$ cat src/sv/fss_pkg.sv
// ----------------------------------------------------------------------------
// fss_pkg: shared definitions for the fuzzy subsequence scorer
// Register indexes, scoring constants, field widths and character helpers.
// ----------------------------------------------------------------------------
package fss_pkg;

  // Query capacity and derived widths.
  localparam int unsigned MAX_QUERY = 32;
  localparam int unsigned QLEN_W    = 6;
  localparam int unsigned SCORE_W   = 9;
  localparam int unsigned PTS_W     = 5;
  localparam int unsigned CFG_IDX_W = 3;
  localparam int unsigned CFG_DW    = 64;

  // Configuration register indexes.
  typedef enum logic [CFG_IDX_W-1:0] {
    CfgQueryLength = 3'd0,
    CfgQueryWord0  = 3'd1,
    CfgQueryWord1  = 3'd2,
    CfgQueryWord2  = 3'd3,
    CfgQueryWord3  = 3'd4
  } cfg_reg_e;

  // Query storage: four words of eight characters, character 0 lowest.
  typedef logic [3:0][7:0][7:0] query_t;

  // Points awarded for a matched query character.
  localparam logic [PTS_W-1:0] PtsTextStart  = 5'd10;
  localparam logic [PTS_W-1:0] PtsFirstQuery = 5'd6;
  localparam logic [PTS_W-1:0] PtsOther      = 5'd1;
  localparam logic [PTS_W-1:0] PtsBoundary   = 5'd4;
  localparam logic [PTS_W-1:0] PtsAdjacent   = 5'd8;

  // Separator characters.
  localparam logic [7:0] ChSpace  = 8'h20;
  localparam logic [7:0] ChDash   = 8'h2d;
  localparam logic [7:0] ChUnder  = 8'h5f;
  localparam logic [7:0] ChSlash  = 8'h2f;
  localparam logic [7:0] ChDot    = 8'h2e;
  localparam logic [7:0] ChLParen = 8'h28;

  function automatic logic is_upper(input logic [7:0] c);
    return (c >= 8'h41) && (c <= 8'h5a);
  endfunction

  function automatic logic is_lower(input logic [7:0] c);
    return (c >= 8'h61) && (c <= 8'h7a);
  endfunction

  // ASCII-only case folding to lower case.
  function automatic logic [7:0] fold_case(input logic [7:0] c);
    return is_upper(c) ? (c | 8'h20) : c;
  endfunction

  function automatic logic is_separator(input logic [7:0] c);
    return (c == ChSpace) || (c == ChDash) || (c == ChUnder) ||
           (c == ChSlash) || (c == ChDot) || (c == ChLParen);
  endfunction

endpackage

$ cat src/sv/fuzzy_subsequence_scorer.sv
// ----------------------------------------------------------------------------
// fuzzy_subsequence_scorer
// Greedy, case-insensitive subsequence match of a configured query against
// a streamed text, with positional and boundary bonus points.
// ----------------------------------------------------------------------------
// Usage:
//   The query length and characters are written over the cfg channel
//   (index 0 length, indexes 1 to 4 the query words) while the block is idle.
//   Text arrives on the s_axis channel, one byte per beat, with tlast on the
//   final byte. For each text, one result beat leaves on m_axis: the score
//   in tdata and a no-match flag in tuser.
// Timing and throughput:
//   A text byte is captured in an input register and then scored against
//   the match state; the result of a last byte is loaded into the result
//   register when that byte is scored, and m_axis_tvalid is driven from it.
//   One byte is taken every cycle unless a last byte waits on a held result;
//   the state update (position, previous byte, running score) sets that rate.
// Reset:
//   Query length and words clear to zero and the match state rearms for a
//   new text. The state also rearms after every result.
// Stall:
//   While a result waits on m_axis, further bytes are still accepted; only
//   a second last byte holds in the input register until the result leaves.
// ----------------------------------------------------------------------------
module fuzzy_subsequence_scorer (
  input  logic                             clk_i,
  input  logic                             rst_ni,
  // Configuration write channel.
  input  logic                             cfg_valid_i,
  output logic                             cfg_ready_o,
  input  logic [fss_pkg::CFG_IDX_W-1:0]    cfg_index_i,
  input  logic [fss_pkg::CFG_DW-1:0]       cfg_data_i,
  // Text stream in.
  input  logic                             s_axis_tvalid,
  output logic                             s_axis_tready,
  input  logic [7:0]                       s_axis_tdata,  // [7:0] text_char
  input  logic                             s_axis_tlast,  // last_char
  // Result stream out.
  output logic                             m_axis_tvalid,
  input  logic                             m_axis_tready,
  output logic [15:0]                      m_axis_tdata,  // [8:0] match_score, [15:9] zero
  output logic                             m_axis_tuser   // [0] no_match
);

  // Configuration registers.
  logic [fss_pkg::QLEN_W-1:0] qlen_q;
  fss_pkg::query_t            query_q;

  assign cfg_ready_o = 1'b1;

  always_ff @(posedge clk_i or negedge rst_ni) begin
    if (!rst_ni) begin
      qlen_q  <= '0;
      query_q <= '0;
    end else if (cfg_valid_i) begin
      unique case (cfg_index_i)
        fss_pkg::CfgQueryLength: qlen_q     <= cfg_data_i[fss_pkg::QLEN_W-1:0];
        fss_pkg::CfgQueryWord0:  query_q[0] <= cfg_data_i;
        fss_pkg::CfgQueryWord1:  query_q[1] <= cfg_data_i;
        fss_pkg::CfgQueryWord2:  query_q[2] <= cfg_data_i;
        fss_pkg::CfgQueryWord3:  query_q[3] <= cfg_data_i;
        default: ;
      endcase
    end
  end

  // Input register.
  logic       in_valid_q;
  logic [7:0] in_char_q;
  logic       in_last_q;
  logic       advance;
  logic       out_valid_q;

  // The scoring stage moves on unless it holds a last byte and the result
  // register is still occupied by an untaken result.
  assign advance       = in_valid_q &&
                         (!in_last_q || !out_valid_q || m_axis_tready);
  assign s_axis_tready = !in_valid_q || advance;

  always_ff @(posedge clk_i or negedge rst_ni) begin
    if (!rst_ni) begin
      in_valid_q <= 1'b0;
    end else if (s_axis_tready) begin
      in_valid_q <= s_axis_tvalid;
    end
  end

  always_ff @(posedge clk_i) begin
    if (s_axis_tvalid && s_axis_tready) begin
      in_char_q <= s_axis_tdata;
      in_last_q <= s_axis_tlast;
    end
  end

  // Match state.
  logic [fss_pkg::QLEN_W-1:0]  qpos_q, qpos_d;
  logic                        prev_match_q, prev_match_d;
  logic [7:0]                  prev_char_q, prev_char_d;
  logic                        at_start_q, at_start_d;
  logic [fss_pkg::SCORE_W-1:0] score_q, score_d;

  // Scoring logic for the byte in the input register.
  logic [fss_pkg::QLEN_W-1:0]  eff_len;
  logic [7:0]                  qchar;
  logic                        matched;
  logic [fss_pkg::PTS_W-1:0]   pts;
  logic [fss_pkg::QLEN_W-1:0]  qpos_upd;
  logic [fss_pkg::SCORE_W-1:0] score_upd;
  logic                        res_no_match;
  logic [fss_pkg::SCORE_W-1:0] res_score;

  assign eff_len = (qlen_q > fss_pkg::QLEN_W'(fss_pkg::MAX_QUERY)) ?
                   fss_pkg::QLEN_W'(fss_pkg::MAX_QUERY) : qlen_q;
  assign qchar   = query_q[qpos_q[4:3]][qpos_q[2:0]];
  assign matched = (qpos_q < eff_len) &&
                   (fss_pkg::fold_case(in_char_q) == fss_pkg::fold_case(qchar));

  always_comb begin
    if (at_start_q) begin
      pts = fss_pkg::PtsTextStart;
    end else if (qpos_q == '0) begin
      pts = fss_pkg::PtsFirstQuery;
    end else begin
      pts = fss_pkg::PtsOther;
    end
    if (!at_start_q && (fss_pkg::is_separator(prev_char_q) ||
        (fss_pkg::is_upper(in_char_q) && fss_pkg::is_lower(prev_char_q)))) begin
      pts = pts + fss_pkg::PtsBoundary;
    end
    if (prev_match_q) begin
      pts = pts + fss_pkg::PtsAdjacent;
    end
  end

  assign qpos_upd     = matched ? qpos_q + 1'b1 : qpos_q;
  assign score_upd    = matched ? score_q + fss_pkg::SCORE_W'(pts) : score_q;
  assign res_no_match = qpos_upd < eff_len;
  assign res_score    = res_no_match ? '0 : score_upd;

  // Next state: update on each scored byte, rearm after a last byte.
  always_comb begin
    qpos_d       = qpos_q;
    prev_match_d = prev_match_q;
    prev_char_d  = prev_char_q;
    at_start_d   = at_start_q;
    score_d      = score_q;
    if (advance) begin
      if (in_last_q) begin
        qpos_d       = '0;
        prev_match_d = 1'b0;
        prev_char_d  = '0;
        at_start_d   = 1'b1;
        score_d      = '0;
      end else begin
        qpos_d       = qpos_upd;
        prev_match_d = matched;
        prev_char_d  = in_char_q;
        at_start_d   = 1'b0;
        score_d      = score_upd;
      end
    end
  end

  always_ff @(posedge clk_i or negedge rst_ni) begin
    if (!rst_ni) begin
      qpos_q       <= '0;
      prev_match_q <= 1'b0;
      prev_char_q  <= '0;
      at_start_q   <= 1'b1;
      score_q      <= '0;
    end else begin
      qpos_q       <= qpos_d;
      prev_match_q <= prev_match_d;
      prev_char_q  <= prev_char_d;
      at_start_q   <= at_start_d;
      score_q      <= score_d;
    end
  end

  // Result register.
  logic                        out_no_match_q;
  logic [fss_pkg::SCORE_W-1:0] out_score_q;
  logic                        load_result;

  assign load_result = advance && in_last_q;

  always_ff @(posedge clk_i or negedge rst_ni) begin
    if (!rst_ni) begin
      out_valid_q <= 1'b0;
    end else if (load_result) begin
      out_valid_q <= 1'b1;
    end else if (m_axis_tready) begin
      out_valid_q <= 1'b0;
    end
  end

  always_ff @(posedge clk_i) begin
    if (load_result) begin
      out_score_q    <= res_score;
      out_no_match_q <= res_no_match;
    end
  end

  assign m_axis_tvalid = out_valid_q;
  assign m_axis_tdata  = {(16 - fss_pkg::SCORE_W)'(0), out_score_q};
  assign m_axis_tuser  = out_no_match_q;

  // Assertions.
  a_qpos_bounded: assert property (@(posedge clk_i) disable iff (!rst_ni)
    qpos_q <= fss_pkg::QLEN_W'(fss_pkg::MAX_QUERY))
    else $error("query position beyond query capacity");

  a_start_is_clean: assert property (@(posedge clk_i) disable iff (!rst_ni)
    at_start_q |-> (qpos_q == '0) && (score_q == '0) && !prev_match_q)
    else $error("text start with leftover match state");

  a_no_match_zero: assert property (@(posedge clk_i) disable iff (!rst_ni)
    (out_valid_q && out_no_match_q) |-> (out_score_q == '0))
    else $error("no-match result with nonzero score");

  a_stall_only_on_last: assert property (@(posedge clk_i) disable iff (!rst_ni)
    !s_axis_tready |-> (in_valid_q && in_last_q && out_valid_q && !m_axis_tready))
    else $error("input stalled without a pending result");

  a_result_follows_last: assert property (@(posedge clk_i) disable iff (!rst_ni)
    load_result |=> out_valid_q && at_start_q)
    else $error("last byte did not produce a result and rearm");

endmodule
$ cat config.mk
export PLATFORM = sky130hd
export DESIGN_NAME = fuzzy_subsequence_scorer
export DESIGN_NICKNAME = d
export VERILOG_FILES = /design/src/sv/fss_pkg.sv /design/src/sv/fuzzy_subsequence_scorer.sv
export SDC_FILE = /design/constraint.sdc
export NUM_CORES = 1
export LEC_CHECK = 0
export BUFFER_PORTS_ARGS = -buffer_cell sky130_fd_sc_hd__buf_2
export CAP_MARGIN = 0
export CELL_PAD_IN_SITES_DETAIL_PLACEMENT = 0
export CELL_PAD_IN_SITES_GLOBAL_PLACEMENT = 2
export CORE_ASPECT_RATIO = 2
export CORE_MARGIN = 1.5
export CORE_UTILIZATION = 39
export DETAILED_ROUTE_END_ITERATION = 8
export GPL_ROUTABILITY_DRIVEN = 0
export HOLD_SLACK_MARGIN = 0.12
export PLACE_DENSITY_LB_ADDON = 0.05
export SYNTH_ARGS = -nofsm -noshare
export SYNTH_HDL_FRONTEND = slang
export SYNTH_SLANG_ARGS = --single-unit
$ cat constraint.sdc
create_clock -name clk_i -period 5.2 [get_ports clk_i]
set_input_delay 0.26 -clock clk_i [delete_from_list [all_inputs] [get_ports clk_i]]
set_output_delay 0.26 -clock clk_i [all_outputs]
set_load 0.01 [all_outputs]
==> results.md, run 1 <==
* Critical Path RT at 5.48 ns
* Detail Route Antenna Nets at 0
* Area grow syn2layout at 20.6%
* Clock transition at path regs at 0.07 ns
* Startpoint Class: register
* Endpoint, Worst Hold: qlen_q[5]$_DFFE_PN0P_
* Post-synth EDFFs at 19
* Iteration-0 DRC Markers at 286
* DRT Pass-1 Iters at 4
* Vias in the first global route at 10200
* Critical Path AT at 5.27 ns
* Worst skew pair latency at 0.58 ns
* Die Area at 39100 µm²
* Port-buffer cells at 92
* Layout Nets at 1312
* Achievable Freq at 201 MHz
* Crit path from: qpos_q[3]$_DFFE_PN0P_
* Slowest cell on crit path: dfrtp_4
* Starting Density at 0.396
* Largest net degree at the start of global routing at 136
* Total CTS buffers at 30
* Height of the die at 278 µm
* Clock Skews at 0.0211 ns
* Syn Inst Count at 1035
* CP delay by family, top: compound AO/OA/AOI/OAI gates
* Clk sink count at 308
* Avg Cell Area, Syn at 14.3 µm²
* Post-synth cell types at 70
* Crit share post-route at 0.958
* CP Class: register to register
* Pwr dens at 383 nW/µm²
* Mapped cell area at 14800 µm²
* FF+latch count, synth at 308
* # setup viols final at 0
* Routed len/inst at 23.6 µm
* R2R depth at 18
* Post-layout util at 0.477
* Antenna violations before repair at 1
* RSZ-0062 raised after global routing: no
* Final Slew Violations at 0
* Flop2flop setup slack at 0.22 ns
* CTS tree: built
* Final Hold Vio Count at 0
* Die Width at 141 µm
* FP Rows at 100
* Share of cells above drive strength 1 at 0.431
* P_leak at 7.41 nW
* Worst r2r src: qpos_q[3]$_DFFE_PN0P_
* Commonest non-fill, non-tap cells in the layout: dfrtp_1, mux2_2, buf_2, dlygate4sd3_1, nand2_1
* Peak supply drop at 0.267 mV
* Async SR Flop Fraction at 0.938
* Buf/Inv on CP at 3
* Core Box Area at 37300 µm²
* Ports at 101
* Final Critical Period at 4.98 ns
* GRT overflow at 0
* Ys flop type: dfrtp_1
* Register Area at 7810 µm²
* CTS max path bufs at 3
* Yosys Warn Count at 0
* Status: finished clean
* Tot GR Track Use at 0.209
* Most frequent CP cell: buf_4
* Root Buffer: clkbuf_16
* Crit-path cells: buf_4, mux2i_2, o221ai_1, buf_4, a221o_1, a22oi_1, and3_1, o311ai_2, a211o_1, or2_2, xnor2_2, ha_1, a21o_1, a21o_1, a21oi_1, nor4bb_1, buf_4, a221oi_1
* Max-Cap Viols at 0
* CP max stage delay at 0.57 ns
* Via density at 5.47
* Dpl hpwl at 27600 µm
* Critical-path maximum fanout at 10
* First-pass GRT wire length at 61900 µm
* Overall routed net length at 39900 µm
* Multi-input logic area at 6630 µm²
* Most common cell after layout, fill and taps aside: dfrtp_1
* Depth of the worst hold-timing path at 5
* Fillers at 3387
* Sequential area share after synthesis at 0.529
* RR Endpoint: out_score_q[2]$_SDFFCE_PN0P_
* Drt drc at 0
* Antenna Cells at 0
* Max-slew headroom at 0.424
* Routed via count at 9284
* Worst Setup End Kind: register
* Worst Hold Launch: cfg_index_i[0]
* Worst hold path class: input pin to register
* Slew @ Worst Pin at 0.864 ns
* H-tree Lvls at 1
* Post-CTS Setup Bufs at 0
* Hold slack at 0.245 ns
[power by group]
| part | switching (mW) | total (mW) | leakage, nW | internal, mW |
|---|---|---|---|---|
| Sequential | 0.267 | 3.17 | 3.68 | 2.90 |
| Combinational | 0.545 | 1.25 | 3.19 | 0.700 |
| Clock | 0.969 | 2.40 | 0.538 | 1.43 |
| Total | 1.78 | 6.82 | 7.41 | 5.03 |
[synth_stat cells, drive strengths merged (3+ instances only)]
library cell / number / share of area
nor2b: 9 / 0.0038
o21ai: 12 / 0.0041
a211o: 3 / 0.0018
nor3: 8 / 0.0027
nand3: 9 / 0.0031
o211ai: 6 / 0.0031
a21boi: 3 / 0.0015
mux2i: 28 / 0.019
xor2: 4 / 0.0024
nor4bb: 4 / 0.0027
inv: 12 / 0.0031
nand3b: 10 / 0.0051
a21oi: 7 / 0.0024
o221ai: 9 / 0.0053
and3: 5 / 0.0021
and2: 4 / 0.0017
mux2: 277 / 0.21
nor2: 11 / 0.0028
a22oi: 3 / 0.0015
nand2: 58 / 0.015
mux4: 50 / 0.076
nor4b: 3 / 0.0026
or2: 4 / 0.0017
and3b: 4 / 0.0024
clkbuf: 38 / 0.0097
a32o: 4 / 0.0027
a21o: 9 / 0.0046
nand4: 7 / 0.0030
dfrtp: 288 / 0.49
nand2b: 5 / 0.0021
ha: 17 / 0.014
o311ai: 5 / 0.0035
a221oi: 11 / 0.0065
a22o: 3 / 0.0018
edfxtp: 19 / 0.039
xnor2: 7 / 0.0047
a221o: 6 / 0.0041
a31oi: 3 / 0.0013
a211oi: 8 / 0.0049
nand4b: 4 / 0.0024
buf: 31 / 0.014
[how the worst max path moves through the flow]
| stage | end | slack [ns] | cells after the start |
|---|---|---|---|
| floorplan | out_score_q[0]$_SDFFCE_PN0P_ | 0.12 | 20 |
| detailed placement | out_score_q[2]$_SDFFCE_PN0P_ | 0.05 | 18 |
| global route | out_score_q[2]$_SDFFCE_PN0P_ | 0.07 | 17 |
| finish | out_score_q[2]$_SDFFCE_PN0P_ | 0.22 | 18 |
| global placement | out_score_q[4]$_SDFFCE_PN0P_ | -0.0009 | 18 |
| CTS | out_score_q[2]$_SDFFCE_PN0P_ | 0.02 | 18 |
[repair_timing]
action | CTS | global route
hold buffers | 76 | 0
hold endpoints to repair | 362 | 0
setup endpoints to repair | 0 | 9
resized for setup | 0 | 6
[cell type report]
type	instances	area share
inverter	14	0.00316
clock buffer	45	0.0522
sequential	308	0.439
clock inverter	11	0.00928
multi-input combinational	650	0.373
timing repair buffer	209	0.0914
tap	459	0.0323
[state kept, by name, summed over array words and instances (netlist names)]
name	flops
at_start_q	1
in_char_q	8
in_last_q	1
in_valid_q	1
m_axis_tuser	1
m_axis_tvalid	1
out_score_q	9
prev_char_q	8
prev_match_q	1
qlen_q	6
qpos_q	6
query_q	256
score_q	9
[cell families (layout without fill, tap and decap cells)]
| logic type | count (synthesis) | in the layout | synth area share |
|---|---|---|---|
| buf+inv | 83 | 279 | 0.0268 |
| other cells | 2 | 8 | 0.000509 |
| compound gates | 109 | 109 | 0.0590 |
| fa+ha+maj | 18 | 18 | 0.0158 |
| mux | 355 | 355 | 0.307 |
| xor+xnor | 11 | 11 | 0.00704 |
| simple gates | 149 | 149 | 0.0550 |
| flops | 308 | 308 | 0.529 |
[routing by layer]
layer / track usage / part of all wire / up-vias
met4: 0.0732 / 0.034 / 2
met1: 0.236 / 0.38 / 4873
li1: - / - / 4238
met2: 0.403 / 0.56 / 120
met3: 0.0229 / 0.025 / 51
met5: 0 / 0.00033 / -
[per-stage QoR]
stage               total power, mW  setup TNS, ns  cell area (µm²)  setup slack, ns  instances
floorplan                      3.97              0            14800            0.123       1041
global placement               4.40       -0.00221            15900        -0.000872       1564
detailed placement             4.44              0            15900           0.0452       1564
CTS                            6.91              0            17800           0.0187       1696
global route                   7.14              0            17800           0.0667       1696
finish                         6.82              0            17800            0.219       1696
[worst reg2reg max path, cell delays in order, from the launching register on]
cell	delay [ns]
dfrtp_4	0.57
buf_4	0.28
mux2i_2	0.40
o221ai_1	0.23
buf_4	0.17
a221o_1	0.29
a22oi_1	0.25
and3_1	0.21
o311ai_2	0.11
a211o_1	0.30
or2_2	0.34
xnor2_2	0.16
ha_1	0.30
a21o_1	0.16
a21o_1	0.17
a21oi_1	0.17
nor4bb_1	0.29
buf_4	0.21
a221oi_1	0.10
Note: power is estimated with default switching activity, not from simulation.
==> inputs of run 2 (changes only) <==
Settings changed: CELL_PAD_IN_SITES_DETAIL_PLACEMENT 0 to 1, REMOVE_ABC_BUFFERS set to 1.
==> run 2 against run 1 <==
Count of clock-buffer cells in the layout is the same. Setup slack lost 0.019 ns. First-iteration DRC count grew 7.3%. Critical path depth shrank 1. Flip-flop and latch count is the same. Power shrank 3.1%. Hold slack gained 0.028 ns. Largest power group unchanged.
==> results.md, run 2 (synthesis results as in run 1) <==
* Status: finished clean
* Routed via count at 9419
* Iteration-0 DRC Markers at 307
* Worst Setup End Kind: register
* Crit path from: qpos_q[4]$_DFFE_PN0P_
* Layout Nets at 1318
* Antenna violations before repair at 0
* P_leak at 7.39 nW
* Post-layout util at 0.476
* Via density at 5.54
* Clock transition at path regs at 0.07 ns
* First-pass GRT wire length at 63700 µm
* P_sw at 1.77 mW
* Worst Hold Launch: cfg_index_i[0]
* CTS max path bufs at 3
* FP Rows at 100
* # setup viols final at 0
* Clk sink count at 308
* Most common cell after layout, fill and taps aside: dfrtp_1
* Commonest non-fill, non-tap cells in the layout: dfrtp_1, mux2_2, buf_2, dlygate4sd3_1, nand2_1
* Worst slack, placed at 0.0223 ns
* Area grow syn2layout at 20.3%
* Die Area at 39100 µm²
* Worst r2r src: qpos_q[4]$_DFFE_PN0P_
* Setup TNS Final at 0 ns
* Seq pwr share at 0.481
* Clock power frac at 0.330
* Worst skew pair latency at 0.57 ns
* Crit share post-route at 0.961
* DRT Pass-1 Iters at 4
* Ports at 101
* Largest Register: query_q
* Starting Density at 0.396
* Max-Cap Viols at 0
* Tot GR Track Use at 0.214
* CTS tree: built
* H-tree Lvls at 1
* Startpoint Class: register
* Switch share at 0.267
* Final Critical Period at 5.00 ns
* Largest net degree at the start of global routing at 115
* Depth of the worst hold-timing path at 5
* Achievable Freq at 200 MHz
* Detail Route Antenna Nets at 0
* Port-buffer cells at 92
* Routed len/inst at 23.9 µm
* Pwr dens at 372 nW/µm²
* Vias in the first global route at 10700
* Fillers at 3759
* Height of the die at 278 µm
* Drt drc at 0
* CP Class: register to register
* Critical Path RT at 5.48 ns
* Setup WS post-layout at 0.200 ns
* Die Width at 141 µm
* Overall routed net length at 40600 µm
* Total CTS buffers at 30
* Share of cells above drive strength 1 at 0.432
* Gate power share at 0.189
* Slew @ Worst Pin at 0.879 ns
* Regs by FF count: query_q x256, out_score_q x9, score_q x9
* Dpl hpwl at 27700 µm
* Worst hold path class: input pin to register
* Critical-path maximum fanout at 19
* Final Slew Violations at 0
* Max-slew headroom at 0.413
* R2R depth at 17
* Critical Path AT at 5.28 ns
* Max reg flops at 256
* Final Hold Vio Count at 0
* Cell Int Power at 4.84 mW
* Root Buffer: clkbuf_16
* Peak supply drop at 0.262 mV
* Core Box Area at 37300 µm²
* Clock Skews at 0.0197 ns
* GRT overflow at 0
* Antenna Cells at 0
run 2: changes by cell type in the layout (fill, tap and decap cells not counted), sizes merged:
cell and delta:
bufinv -4, clkinvlp -1, buf +6, clkinv +4
run 2: power groups by stage:
| stage | Combinational (mW) | Sequential, mW | Clock, mW |
|---|---|---|---|
| 6_report | 1.25 | 3.18 | 2.18 |
| 2_1_floorplan | 0.853 | 3.11 | 0 |
| 3_5_place_dp | 1.21 | 3.23 | 0 |
| 3_3_place_gp | 1.18 | 3.21 | 0 |
| 5_1_grt | 1.36 | 3.24 | 2.33 |
| 4_1_cts | 1.26 | 3.18 | 2.25 |
run 2: what timing repair did:
action | 4_1_cts | 5_1_grt
gates resized for setup | 0 | 5
endpoints found under the hold margin | 374 | 0
buffers inserted | 0 | 4
endpoints found under the setup margin | 0 | 10
hold buffers | 76 | 0
run 2: layout make-up:
| type | instances | area [µm²] | area share |
|---|---|---|---|
| flip-flops and latches | 308 | 7810 | 0.440 |
| multi-input cells | 650 | 6630 | 0.374 |
| repair buffers | 215 | 1690 | 0.0955 |
| clock buffers | 45 | 928 | 0.0523 |
| well taps | 459 | 574 | 0.0324 |
| clock inverters | 10 | 52.6 | 0.00296 |
| inverters | 14 | 52.6 | 0.00296 |
run 2: per-stage QoR:
stage          cells  power, mW  hold slack [ns]  instance area [µm²]
6_report        1701       6.61            0.273                17700
5_1_grt         1701       6.93            0.317                17700
4_1_cts         1696       6.69            0.246                17700
3_5_place_dp    1565       4.44            0.371                15900
3_3_place_gp    1565       4.38            0.369                15900
2_1_floorplan    972       3.97          -0.0356                14400
run 2: routing by layer:
layer | wire length, µm | GRT usage | part of all wire
met1 | 15700 | 0.242 | 0.39
met2 | 23100 | 0.425 | 0.57
met3 | 894 | 0.0193 | 0.022
met4 | 868 | 0.0550 | 0.021
met5 | 0 | 0 | 0
run 2: worst paths after layout:
kind	end	slack, ns
max in group asynchronous	query_q[164]$_DFFE_PN0P_	3.68
worst max-delay path	out_score_q[5]$_SDFFCE_PN0P_	0.20
worst max register to register	out_score_q[5]$_SDFFCE_PN0P_	0.20
worst min-delay path	qlen_q[5]$_DFFE_PN0P_	0.27
min in group asynchronous	score_q[5]$_DFFE_PN0P_	0.28
worst min register to register	at_start_q$_DFFE_PN1P_	0.49
run 2: worst max-delay path: stages (launching register included):
cell	delay [ns]
dfrtp_4	0.45
buf_12	0.21
mux4_2	0.52
mux2_2	0.29
a221o_1	0.35
a22oi_2	0.30
and3_1	0.21
o311ai_2	0.16
a211o_1	0.33
or2_2	0.32
xnor2_1	0.13
ha_1	0.30
a21o_1	0.17
a21o_1	0.17
a21oi_1	0.19
nor4bb_4	0.28
buf_2	0.22
a221oi_1	0.09
==> inputs of run 3 (changes only) <==
Settings changed: RECOVER_POWER set to 100, SETUP_SLACK_MARGIN set to 0.4.
==> run 3 against run 2 <==
The run now ends with max-capacitance violations, max-slew violations left. Non-clock buffer count is 21 higher. Cell count grew 1.2%. Clock power about the same. Cell area is 1.3% higher. Global-route usage is 0.29 points higher. Die area is the same. First-iteration DRC count up 7.8%. Critical path type unchanged.
==> results.md, run 3 (synthesis results as in run 1) <==
* Status: complete, but fails checks
* Failing checks: max-capacitance violations, max-slew violations
* Placed Instance Area at 15900 µm²
* Worst hold path class: input pin to register
* Ports at 101
* Peak supply drop at 0.261 mV
* Pwr dens at 369 nW/µm²
* # setup viols final at 0
* Critical Path RT at 5.48 ns
* CP Class: register to register
* Largest Register: query_q
* Drt drc at 0
* Crit path from: qpos_q[4]$_DFFE_PN0P_
* Port-buffer cells at 92
* CP delay by family, top: compound AO/OA/AOI/OAI gates
* Regs by FF count: query_q x256, out_score_q x9, score_q x9
* Final Cell Area at 18000 µm²
* FP Rows at 100
* Die Area at 39100 µm²
* CTS max path bufs at 3
* Overall routed net length at 41100 µm
* GRT overflow at 0
* Achievable Freq at 205 MHz
* Buf/Inv on CP at 2
* Clock transition at path regs at 0.07 ns
* Clk sink count at 308
* Slowest cell on crit path: dfrtp_1
* Max-slew headroom at -1.19
* GR Util met1 at 0.244
* Via density at 5.53
* Worst Setup End Kind: register
* Vias in the first global route at 10800
* Top Usage Layer GRT: met2
* Routed via count at 9516
* Total CTS buffers at 30
* Final Hold Vio Count at 0
* Starting Density at 0.396
* Tot GR Track Use at 0.217
* Flop2flop setup slack at 0.31 ns
* Share of cells above drive strength 1 at 0.427
* Die Width at 141 µm
* Startpoint Class: register
* Worst skew pair latency at 0.57 ns
* Iteration-0 DRC Markers at 331
* Most common cell after layout, fill and taps aside: dfrtp_1
* Layout Nets at 1339
* Commonest non-fill, non-tap cells in the layout: dfrtp_1, mux2_2, buf_2, dlygate4sd3_1, nand2_1
* Critical-path maximum fanout at 7
* Slew @ Worst Pin at 3.28 ns
* Detail Route Antenna Nets at 0
* Area grow syn2layout at 21.9%
* Worst Hold Launch: cfg_index_i[1]
* Met2 Use GR at 0.432
* Height of the die at 278 µm
* DRT Pass-1 Iters at 4
* Most frequent CP cell: a21o_1
* Antenna Cells at 0
* Worst r2r src: qpos_q[4]$_DFFE_PN0P_
* Clock Skews at 0.0197 ns
* P_leak at 7.46 nW
* Met3 global-route usage at 0.0193
* Largest net degree at the start of global routing at 115
* Dpl hpwl at 27700 µm
* Critical Path AT at 5.16 ns
* First-pass GRT wire length at 64500 µm
* Core Box Area at 37300 µm²
* Antenna violations before repair at 0
* RSZ-0062 raised after global routing: yes
* Final Critical Period at 4.89 ns
* Root Buffer: clkbuf_16
* Final Slew Violations at 440
* Max-Cap Viols at 8
* H-tree Lvls at 1
* Routed len/inst at 23.9 µm
* Pwr Total at 6.63 mW
* CTS tree: built
* Crit share post-route at 0.940
* Crit-path cells: buf_12, mux4_2, mux2_4, a221o_1, a22oi_2, and3_1, o311ai_4, a211o_1, or2_4, xnor2_1, ha_1, a21o_1, a21o_1, a21oi_2, nor4bb_4, buf_4, a221oi_1
* Max reg flops at 256
* CP max stage delay at 0.54 ns
==> run 3: cell types whose count changed in the layout (fill, tap and decap cells not counted), moves of 2 or more <==
cell / before / now
clkbuf_2: 0 / 3
and2_0: 0 / 2
clkbuf_4: 0 / 2
buf_16: 0 / 2
buf_12: 9 / 11
buf_4: 37 / 39
buf_2: 92 / 78
mux2_4: 0 / 3
clkbuf_1: 4 / 27
mux2_2: 277 / 274
and2_1: 4 / 2
==> run 3: timing repair <==
action                                  CTS  global route
pin swaps                                14             9
endpoints found under the hold margin   374             0
cloned                                    2             1
gates resized for setup                  22             5
hold buffers                             76             0
endpoints found under the setup margin   10            10
setup buffers                            17             6
==> run 3: final cells by class <==
| type | instances | area (µm²) |
|---|---|---|
| sequential | 308 | 7810 |
| clock inverter | 10 | 52.6 |
| multi-input combinational | 650 | 6700 |
| clock buffer | 45 | 928 |
| fill | 3760 | 19300 |
| timing repair buffer | 236 | 1870 |
| tap | 459 | 574 |
| inverter | 14 | 52.6 |
==> run 3: path summary, 6_finish.rpt <==
check,end,depth (start not counted)
setup / recovery,out_score_q[2]$_SDFFCE_PN0P_,17
hold / removal,qlen_q[5]$_DFFE_PN0P_,4
setup reg to reg,out_score_q[2]$_SDFFCE_PN0P_,17
hold reg to reg,at_start_q$_DFFE_PN1P_,2
max in group asynchronous,query_q[236]$_DFFE_PN0P_,3
min in group asynchronous,score_q[7]$_DFFE_PN0P_,2
==> run 3: worst min-delay path, stage by stage <==
cell	delay, ns
buf_2	0.15
nor4b_1	0.07
clkbuf_1	0.20
o21ai_0	0.19
==> run 3: power breakdown <==
group	internal (mW)	total, mW	switching (mW)
Clock	1.23	2.18	0.950
Combinational	0.724	1.27	0.547
Sequential	2.90	3.18	0.278
Total	4.85	6.63	1.77
==> run 3: per-stage QoR <==
step,utilization,worst slack (ns),hold WS [ns],TNS [ns],cells
2_1_floorplan,-,-2.12,-0.0356,-304.40,972
3_3_place_gp,0.427,0.0510,0.369,0,1565
3_5_place_dp,0.427,0.0223,0.371,0,1565
4_1_cts,0.482,0.408,0.246,0,1715
5_1_grt,0.482,0.134,0.404,0,1722
6_report,0.482,0.313,0.354,0,1722
==> run 3: metal layers <==
| metal | up-vias | routed length (µm) | part of all wire |
|---|---|---|---|
| li1 | 4288 | - | - |
| met1 | 5041 | 15900 | 0.39 |
| met2 | 140 | 23400 | 0.57 |
| met3 | 47 | 910 | 0.022 |
| met4 | 0 | 923 | 0.022 |
| met5 | - | 0 | 0 |
